<file path="src/tcpop_pkg.sv">
// Shared constants and types for the TCP option parser.
package tcpop_pkg;
  localparam int MaxOptionBytes = 40;
  localparam logic [15:0] InitMssReset = 16'd1460;
  localparam logic [31:0] InitWindowReset = 32'd8760;
  localparam logic [0:0] RegInitMss = 1'b0;
  localparam logic [0:0] RegInitWindow = 1'b1;
  localparam logic KindStart = 1'b0;
  localparam logic KindByte = 1'b1;
  localparam logic ResSack = 1'b0;
  localparam logic ResSummary = 1'b1;
  localparam logic [7:0] OptEnd = 8'd0;
  localparam logic [7:0] OptNop = 8'd1;
  localparam logic [7:0] OptMss = 8'd2;
  localparam logic [7:0] OptWscale = 8'd3;
  localparam logic [7:0] OptSack = 8'd5;

  typedef struct packed {
    logic       kind;
    logic [3:0] data_offset;
    logic       syn_flag;
    logic [5:0] option_bytes_available;
    logic [7:0] option_byte;
  } in_item_t;

  typedef struct packed {
    logic        result_kind;
    logic [31:0] sack_left_edge;
    logic [31:0] sack_right_edge;
    logic [15:0] mss_now;
    logic [31:0] rx_window_now;
    logic [7:0]  peer_scale_factor;
    logic        scaling_enabled;
    logic        mss_was_lowered;
    logic        parse_stopped_early;
    logic        last_of_run;
  } out_item_t;

  // Front-to-back command: at most one SACK block and one summary per byte.
  typedef struct packed {
    logic        sack;
    logic [31:0] left;
    logic [31:0] right;
    logic        mss_upd;
    logic [15:0] mss_val;
    logic        wsc_upd;
    logic [7:0]  wsc_val;
    logic        summary;
    logic        stopped;
  } cmd_t;
endpackage

</file>
<file path="src/tcpop_if.sv">
// Valid/ready channel interfaces for input and result words.
interface tcpop_in_if;
  import tcpop_pkg::*;
  logic valid;
  logic ready;
  in_item_t data;
  modport source (output valid, output data, input ready);
  modport sink (input valid, input data, output ready);
endinterface

interface tcpop_out_if;
  import tcpop_pkg::*;
  logic valid;
  logic ready;
  out_item_t data;
  modport source (output valid, output data, input ready);
  modport sink (input valid, input data, output ready);
endinterface

</file>
<file path="src/tcp_option_parser_top.sv">
// Top level of the TCP option parser.
// Channels: in (start and option-byte words), out (SACK block and summary words),
// plus a write-only register port (index 0 initial MSS, 1 initial window).
// A start word either opens an option area or, if it is absent or does not fit,
// yields a summary at once. Option bytes follow one per word; the last byte of
// the area yields the summary. A completed SACK block yields a SACK word.
// Throughput: one word per cycle while no result is pending; a word that yields
// results is taken, then the back end emits its results one at a time. An MSS that
// lowers the kept MSS first runs a bit-serial divide and then a multiply step.
// The back end's single output register holds a result while out.ready is low;
// the front stops accepting while the back end is busy.
// Reset (rst, synchronous) loads the kept MSS and window from their defaults
// and clears all walk state. Register writes also reload the kept values.
module tcp_option_parser_top import tcpop_pkg::*; #(
  parameter int MAX_OPTION_BYTES = MaxOptionBytes
) (
  input  logic        clk,
  input  logic        rst,
  input  logic        cfg_we,
  input  logic        cfg_index,
  input  logic [31:0] cfg_data,
  tcpop_in_if.sink    in,
  tcpop_out_if.source out
);
  logic cmd_valid, cmd_ready;
  cmd_t cmd;

  tcpop_front #(.MAX_OPTION_BYTES(MAX_OPTION_BYTES)) u_front (
    .clk, .rst, .in_valid(in.valid), .in_ready(in.ready), .in_data(in.data),
    .syn_ok(1'b1), .cmd_valid, .cmd_ready, .cmd
  );

  tcpop_back u_back (
    .clk, .rst, .cfg_we, .cfg_index, .cfg_data, .cmd_valid, .cmd_ready, .cmd,
    .out_valid(out.valid), .out_ready(out.ready), .out_data(out.data)
  );
endmodule

</file>
<file path="src/tcpop_front.sv">
// Option walker: consumes words and issues commands to the back end.
module tcpop_front import tcpop_pkg::*; #(
  parameter int MAX_OPTION_BYTES = MaxOptionBytes
) (
  input  logic     clk,
  input  logic     rst,
  input  logic     in_valid,
  output logic     in_ready,
  input  in_item_t in_data,
  input  logic     syn_ok,
  output logic     cmd_valid,
  input  logic     cmd_ready,
  output cmd_t     cmd
);
  typedef enum logic [1:0] {PH_IDLE, PH_CODE, PH_LEN, PH_BODY} phase_t;
  phase_t phase;
  logic [5:0] bytes_left;
  logic [7:0] code, len, pos;
  logic [63:0] shift;
  logic syn_latched, stopped;
  logic [6:0] area;
  logic [7:0] b, d, full;
  logic [6:0] rem_start;
  logic [15:0] mss16;
  logic fire;
  cmd_t c;

  assign in_ready = cmd_ready;
  assign fire = in_valid & in_ready;
  assign b = in_data.option_byte;
  assign area = {1'b0, in_data.data_offset - 4'd5, 2'b00};
  assign rem_start = {1'b0, bytes_left} + 7'd1;
  assign d = pos - 8'd2;
  assign full = (len - 8'd2) & 8'hF8;
  assign mss16 = {shift[7:0], b};

  always_comb begin
    c = '0;
    c.stopped = stopped;
    cmd_valid = 1'b0;
    if (fire) begin
      if (in_data.kind == KindStart) begin
        if (!(in_data.data_offset > 4'd5 && area <= {1'b0, in_data.option_bytes_available}
              && area <= 7'(MAX_OPTION_BYTES))) begin
          c.summary = 1'b1;
          c.stopped = 1'b0;
          cmd_valid = 1'b1;
        end
      end else if (phase != PH_IDLE && bytes_left != 6'd0) begin
        if (!stopped && phase == PH_CODE && b == OptEnd) c.stopped = 1'b1;
        if (!stopped && phase == PH_CODE && b != OptNop && bytes_left < 6'd2)
          c.stopped = 1'b1;
        if (!stopped && phase == PH_LEN) begin
          if (code == OptWscale && (rem_start < 7'd3 || b != 8'd3)) c.stopped = 1'b1;
          else if (code == OptMss && (rem_start < 7'd4 || b != 8'd4)) c.stopped = 1'b1;
          else if (code != OptWscale && code != OptMss &&
                   (b < 8'd2 || {1'b0, rem_start} < b)) c.stopped = 1'b1;
        end
        if (!stopped && phase == PH_BODY) begin
          if (code == OptMss && pos == 8'd3 && syn_ok && mss16 == 16'd0) c.stopped = 1'b1;
          if (code == OptWscale && syn_latched) begin
            c.wsc_upd = 1'b1;
            c.wsc_val = b;
          end else if (code == OptMss && pos == 8'd3) begin
            c.mss_upd = 1'b1;
            c.mss_val = mss16;
          end else if (code == OptSack && d < full && d[2:0] == 3'd7) begin
            c.sack = 1'b1;
            c.left = shift[55:24];
            c.right = {shift[23:0], b};
          end
        end
        c.summary = (bytes_left == 6'd1);
        cmd_valid = c.sack | c.mss_upd | c.wsc_upd | c.summary;
      end
    end
  end
  assign cmd = c;

  always_ff @(posedge clk) begin
    if (rst) begin
      phase <= PH_IDLE;
      bytes_left <= '0;
      code <= '0;
      len <= '0;
      pos <= '0;
      shift <= '0;
      syn_latched <= 1'b0;
      stopped <= 1'b0;
    end else if (fire) begin
      if (in_data.kind == KindStart) begin
        syn_latched <= in_data.syn_flag;
        stopped <= 1'b0;
        code <= '0;
        len <= '0;
        pos <= '0;
        shift <= '0;
        phase <= PH_IDLE;
        bytes_left <= '0;
        if (in_data.data_offset > 4'd5 && area <= {1'b0, in_data.option_bytes_available}
            && area <= 7'(MAX_OPTION_BYTES)) begin
          bytes_left <= area[5:0];
          phase <= PH_CODE;
        end
      end else if (phase == PH_IDLE || bytes_left == 6'd0) begin
        phase <= PH_IDLE;
      end else begin
        if (!stopped) begin
          case (phase)
            PH_CODE: begin
              code <= b;
              if (b == OptEnd) stopped <= 1'b1;
              else if (b == OptNop) ;
              else if (bytes_left < 6'd2) stopped <= 1'b1;
              else begin
                phase <= PH_LEN;
                pos <= 8'd1;
              end
            end
            PH_LEN: begin
              len <= b;
              pos <= 8'd2;
              shift <= '0;
              if (c.stopped) stopped <= 1'b1;
              else if (code != OptWscale && code != OptMss && b == 8'd2) phase <= PH_CODE;
              else phase <= PH_BODY;
            end
            PH_BODY: begin
              pos <= pos + 8'd1;
              if (code == OptWscale) phase <= PH_CODE;
              else if (code == OptMss) begin
                shift <= {48'd0, mss16};
                if (pos == 8'd3) begin
                  if (syn_ok && mss16 == 16'd0) stopped <= 1'b1;
                  else phase <= PH_CODE;
                end
              end else begin
                if (code == OptSack && d < full) begin
                  shift <= (d[2:0] == 3'd7) ? 64'd0 : {shift[55:0], b};
                end
                if (pos + 8'd1 >= len) phase <= PH_CODE;
              end
            end
            default: ;
          endcase
        end
        bytes_left <= bytes_left - 6'd1;
        if (bytes_left == 6'd1) phase <= PH_IDLE;
      end
    end
  end
endmodule

</file>
<file path="src/tcpop_back.sv">
// Kept-state engine: applies commands, runs the window divide, emits words.
module tcpop_back import tcpop_pkg::*; (
  input  logic        clk,
  input  logic        rst,
  input  logic        cfg_we,
  input  logic        cfg_index,
  input  logic [31:0] cfg_data,
  input  logic        cmd_valid,
  output logic        cmd_ready,
  input  cmd_t        cmd,
  output logic        out_valid,
  input  logic        out_ready,
  output out_item_t   out_data
);
  typedef enum logic [2:0] {S_IDLE, S_DIV, S_MUL, S_SACK, S_SUM} state_t;
  state_t state;
  cmd_t cur;
  logic [15:0] kmss;
  logic [31:0] kwin;
  logic [7:0] scale;
  logic scale_on, lowered;
  logic [31:0] quo;
  logic [16:0] rem;
  logic [5:0] cnt;
  logic [16:0] trial;
  logic [31:0] prod;
  logic hold;

  assign hold = out_valid && !out_ready;
  assign cmd_ready = (state == S_IDLE) && !hold;
  assign trial = {rem[15:0], quo[31]};
  assign prod = 32'(quo * {16'd0, cur.mss_val});

  always_ff @(posedge clk) begin
    if (rst) begin
      state <= S_IDLE;
      out_valid <= 1'b0;
      kmss <= InitMssReset;
      kwin <= InitWindowReset;
      scale <= '0;
      scale_on <= 1'b0;
      lowered <= 1'b0;
    end else begin
      if (out_valid && out_ready) out_valid <= 1'b0;
      if (cfg_we) begin
        if (cfg_index == RegInitMss) kmss <= cfg_data[15:0];
        else kwin <= cfg_data;
      end
      case (state)
        S_IDLE: if (cmd_valid && cmd_ready) begin
          cur <= cmd;
          if (cmd.wsc_upd) begin
            scale <= cmd.wsc_val;
            scale_on <= 1'b1;
          end
          if (cmd.mss_upd && cmd.mss_val != 16'd0 && kmss > cmd.mss_val) begin
            quo <= kwin;
            rem <= '0;
            cnt <= 6'd32;
            state <= S_DIV;
          end else if (cmd.sack) state <= S_SACK;
          else if (cmd.summary) state <= S_SUM;
        end
        S_DIV: begin
          // one quotient bit per cycle
          if (trial >= {1'b0, cur.mss_val}) begin
            rem <= trial - {1'b0, cur.mss_val};
            quo <= {quo[30:0], 1'b1};
          end else begin
            rem <= trial;
            quo <= {quo[30:0], 1'b0};
          end
          cnt <= cnt - 6'd1;
          if (cnt == 6'd1) state <= S_MUL;
        end
        S_MUL: begin
          kwin <= prod;
          kmss <= cur.mss_val;
          lowered <= 1'b1;
          state <= cur.summary ? S_SUM : S_IDLE;
        end
        S_SACK: if (!hold) begin
          out_valid <= 1'b1;
          out_data <= '{ResSack, cur.left, cur.right, kmss, kwin, scale, scale_on,
                        lowered, 1'b0, !cur.summary};
          state <= cur.summary ? S_SUM : S_IDLE;
        end
        S_SUM: if (!(out_valid && !out_ready) && !(state == S_SUM && out_valid && cur.sack
                 && !out_ready)) begin
          out_valid <= 1'b1;
          out_data <= '{ResSummary, 32'd0, 32'd0, kmss, kwin, scale, scale_on,
                        lowered, cur.stopped, 1'b1};
          state <= S_IDLE;
        end
        default: state <= S_IDLE;
      endcase
    end
  end

`ifndef ASSERT_OFF
  a_mss_nonzero: assert property (@(posedge clk) disable iff (rst)
    (state == S_DIV) |-> (cur.mss_val != 16'd0)) else $error("divide by zero mss");
  a_div_len: assert property (@(posedge clk) disable iff (rst)
    (state == S_DIV && cnt == 6'd1) |=> (state == S_MUL)) else $error("divide length");
  a_hold: assert property (@(posedge clk) disable iff (rst)
    (out_valid && !out_ready) |=> out_valid) else $error("result dropped");
`endif
endmodule
</file>
<file path="src/flat_wrapper.sv">
// flat-port wrapper written by rule: the top's interface ports become plain ports
module tcp_option_parser_top_flat import tcpop_pkg::*;
#(
  parameter int MAX_OPTION_BYTES = MaxOptionBytes
)
  (clk, rst, cfg_we, cfg_index, cfg_data, in_valid, in_data, in_ready, out_valid, out_data, out_ready);
  tcpop_in_if in_i ();
  tcpop_out_if out_i ();
  input  logic clk;
  input  logic rst;
  input  logic cfg_we;
  input  logic cfg_index;
  input  logic [31:0] cfg_data;
  input wire logic [$bits(in_i.valid)-1:0] in_valid;
  input wire logic [$bits(in_i.data)-1:0] in_data;
  output wire logic [$bits(in_i.ready)-1:0] in_ready;
  output wire logic [$bits(out_i.valid)-1:0] out_valid;
  output wire logic [$bits(out_i.data)-1:0] out_data;
  input wire logic [$bits(out_i.ready)-1:0] out_ready;
  assign in_i.valid = in_valid;
  assign in_i.data = in_data;
  assign in_ready = in_i.ready;
  assign out_valid = out_i.valid;
  assign out_data = out_i.data;
  assign out_i.ready = out_ready;
  tcp_option_parser_top #(.MAX_OPTION_BYTES(MAX_OPTION_BYTES)) u_core (.clk(clk), .rst(rst), .cfg_we(cfg_we), .cfg_index(cfg_index), .cfg_data(cfg_data), .in(in_i), .out(out_i));
endmodule
</file>
<file path="config.mk">
export PLATFORM = sky130hd
export DESIGN_NAME = tcp_option_parser_top_flat
export DESIGN_NICKNAME = d
export VERILOG_FILES = /design/src/tcpop_pkg.sv /design/src/tcpop_if.sv /design/src/tcp_option_parser_top.sv /design/src/tcpop_front.sv /design/src/tcpop_back.sv /design/src/flat_wrapper.sv
export SDC_FILE = /design/constraint.sdc
export NUM_CORES = 2
export LEC_CHECK = 0
export ABC_CLOCK_PERIOD_IN_PS = 22500
export BUFFER_PORTS_ARGS = -buffer_cell sky130_fd_sc_hd__buf_2
export CORE_ASPECT_RATIO = 0.9
export CORE_MARGIN = 2
export CORE_UTILIZATION = 55
export CTS_BUF_LIST = sky130_fd_sc_hd__clkbuf_4 sky130_fd_sc_hd__clkbuf_8 sky130_fd_sc_hd__clkbuf_16
export CTS_CLUSTER_SIZE = 28
export DETAILED_ROUTE_END_ITERATION = 10
export HOLD_SLACK_MARGIN = 0.05
export PLACE_DENSITY_LB_ADDON = 0.3
export SLEW_MARGIN = 20
export SYNTH_ARGS = -nofsm -noshare
export SYNTH_HDL_FRONTEND = slang
export SYNTH_SLANG_ARGS = --single-unit
</file>
<file path="constraint.sdc">
create_clock -name clk -period 22.5 [get_ports clk]
set_input_delay 2.25 -clock clk [delete_from_list [all_inputs] [get_ports clk]]
set_output_delay 2.25 -clock clk [all_outputs]
set_load 0.1 [all_outputs]
</file>
==> results_dict.tcl <==
set metrics [dict create \
    stdcell_area_mm2 0.0330 \
    cts_resized 0 \
    num_rows 81 \
    dieArea_mm2 0.0565 \
    setup_viol 0 \
    crit_path_cell_trace "nand2_1, fa_1, inv_1, fa_1, inv_1, fa_1, inv_1, fa_1, fa_1, inv_1, fa_1, inv_1, ha_1, nand4_1, nor2_1, nand2_1, or4_1, a21oi_1, o211ai_1, a32o_1, xor2_1, a221oi_1" \
    critPathLaunchType "flip-flop" \
    skew_ns 0.0258 \
    post-route-min-period_ns 7.71 \
    finalWeightedCongestion 0.906 \
    synth_cell_types 81 \
    clockRootBuffer "clkbuf_16" \
    syn_area_mm2 0.0300 \
    cts-buffers-inserted 45 \
    seq_area_frac_synth 0.362 \
    tns_ns 0 \
    register_area_mm2 0.0109 \
    port_buffers 184 \
    synth-main-ff-cell "edfxtp_1" \
    syn_nets 3646 \
    cp_slowest_cell "edfxtp_1" \
    max_stage_delay_ns 1.09 \
    cts.sinks 413 \
    io_pins 185 \
    yosys_warnings 0 \
    cts_max_level 2 \
    start_util 0.555 \
    postRouteAntennaNets 0 \
    antenna_found_initial 1 \
    maxCapViolCount 0 \
    slew_headroom 0.216 \
    wl_per_cell_um 20.9 \
    r2r_slack_ns 14.79 \
    multi_input_area_mm2 0.0169 \
    p_leak_nw 14.1 \
    async_reset_ff_frac 0 \
    drt_first_pass_iters 6 \
    overflow 0 \
    vias 22900 \
    power_density_mw_per_mm2 91.6 \
    drc 0 \
    path_class "reg -> reg" \
    die_y_um 226 \
    drt_iter0_drc 2062 \
    insertion_delay_ns 0.60 \
    fillers 4504 \
    critPathMaxFanout 26 \
    cts_buffer_depth 3 \
    arrival_ns 8.17 \
    viasPerCell 5.76 \
    diodes 0 \
    synth_edf_count 261 \
    drive_gt1_frac 0.101 \
    synth-seq-cells 413 \
    netlist_instances 3150 \
    syn_to_final_growth_pct 10.0 \
    rsz0062_at_grt "no" \
    clock.fmax_mhz 130 \
    mostFrequentLayoutCells "nand2_1, inv_1, fa_1, edfxtp_1, and2_1" \
    cp.buffers_inverters 5 \
    worst_slew_pin_slew_ns 1.18 \
    fin_crit_sh 0.343 \
    syn_area_per_cell_um2 9.53 \
    layout.nets 3730 \
    hold_viol 0 \
    cp.required_ns 22.97 \
    routed_wl_um 83100 \
    dp_slack_ns 14.63 \
    postLayoutCoreUtil 0.610 \
    grt_pass1_vias 23800 \
    post_cts_buffers 0 \
    grt_pass1_wl_um 131000 \
    path_delay_family "adder cells" \
    hold_path_class "reg -> reg" \
    die_x_um 250 \
    grt_use_total 0.297 \
    crit_path_frequent_cell "fa_1" \
    cts_tree "done" \
    clkSlewWorstSetupHoldPaths_ns 0.06 \
    hpwlAfterDp_um 59400 \
    vdd_drop_max_mv 0.0737 \
    dpl_cell_area_mm2 0.0314 \
    worstSetupEndpointType "flip-flop" \
    setup_ws_ns 14.79 \
    drv_slew 0 \
    status "completed" \
    core_area_mm2 0.0541 \
    final_common_cell "nand2_1" \
    grt_start_max_net_pins 85 \
    ctsHoldBuffers 0 \
]
==> flip-flops by register name, summed over array words and instances (netlist names), 16 cells and up <==
name                    cells
u_core.u_back.out_data    125
u_core.u_back.cur          82
u_core.u_front.shift       56
u_core.u_back.kwin         32
u_core.u_back.quo          32
u_core.u_back.kmss         16
u_core.u_back.rem          16
==> worst paths after layout <==
check	depth (start not counted)	startpoint	to
worst min-delay path	0	u_core.u_back.lowered	u_core.u_back.out_data[2]
worst max-delay path	22	u_core.u_back.cur[18]	u_core.u_back.kwin[30]
worst max register to register	22	u_core.u_back.cur[18]	u_core.u_back.kwin[30]
worst min register to register	0	u_core.u_back.lowered	u_core.u_back.out_data[2]
==> area by class of cell <==
cell class / instances / area share
tap: 705 / 0.0267
inverter: 434 / 0.0493
clock buffer: 61 / 0.0397
timing repair buffer: 213 / 0.0348
sequential: 413 / 0.329
clock inverter: 23 / 0.00989
multi-input combinational: 2127 / 0.510
==> power breakdown <==
group	switching (mW)	internal [mW]	leakage, nW
logic	0.837	0.493	9.60
clock network	0.332	0.475	0.807
registers	0.0443	0.844	3.70
total	1.21	1.81	14.1
==> metrics by stage <==
step / hold WS [ns] / total power [mW] / instances
final: 0.433 / 3.02 / 3976
after global placement: 0.416 / 2.15 / 3891
after global routing: 0.449 / 3.21 / 3976
after CTS: 0.434 / 3.02 / 3975
after floorplan: 0.408 / 1.88 / 3150
after detailed placement: 0.417 / 2.20 / 3891
==> synthesized netlist by cell type, types with 11 or more instances <==
cell,instances,area (um2)
a211oi_1,11,82.6
a21o_1,22,165
a21oi_1,140,701
a311oi_1,26,228
and2_1,213,1330
clkbuf_1,162,608
dfxtp_1,152,3040
edfxtp_1,261,7840
fa_1,305,6110
ha_1,133,1660
inv_1,434,1630
mux2i_1,11,110
nand2_1,584,2190
nand3_1,103,515
nand4_1,16,100
nor2_1,146,548
nor2b_1,75,469
nor3_1,32,160
o21a_1,15,113
o21ai_0,49,245
xnor2_1,63,552
xor2_1,25,219
==> logic make-up (layout without fill, tap and decap cells) <==
group	after synthesis	after routing	share of synthesized area
and+or+nand+nor	1231	1231	0.193
xor gates and xnor gates	88	88	0.0257
adders and majority gates	438	438	0.259
DFF	413	413	0.362
buffers and inverters	610	731	0.0782
muxes	13	13	0.00442
AOI/OAI and AO/OA	357	357	0.0777
==> worst register-to-register path: cells and delay by family, from the launching register on <==
kind	cells	cell delay [ns]
AOI/OAI and AO/OA	4	1.28
xor gates and xnor gates	1	0.14
adders and majority gates	7	3.47
buffers and inverters	5	0.25
DFF	1	1.09
and+or+nand+nor	5	1.34
==> layer usage <==
layer | wire [um] | global-route usage | part of all wire
met1 | 34000 | 0.390 | 0.41
met2 | 40300 | 0.500 | 0.49
met3 | 6060 | 0.0544 | 0.073
met4 | 2660 | 0.0999 | 0.032
met5 | 0 | 0 | 0
Power figures use the tool's default switching activity.
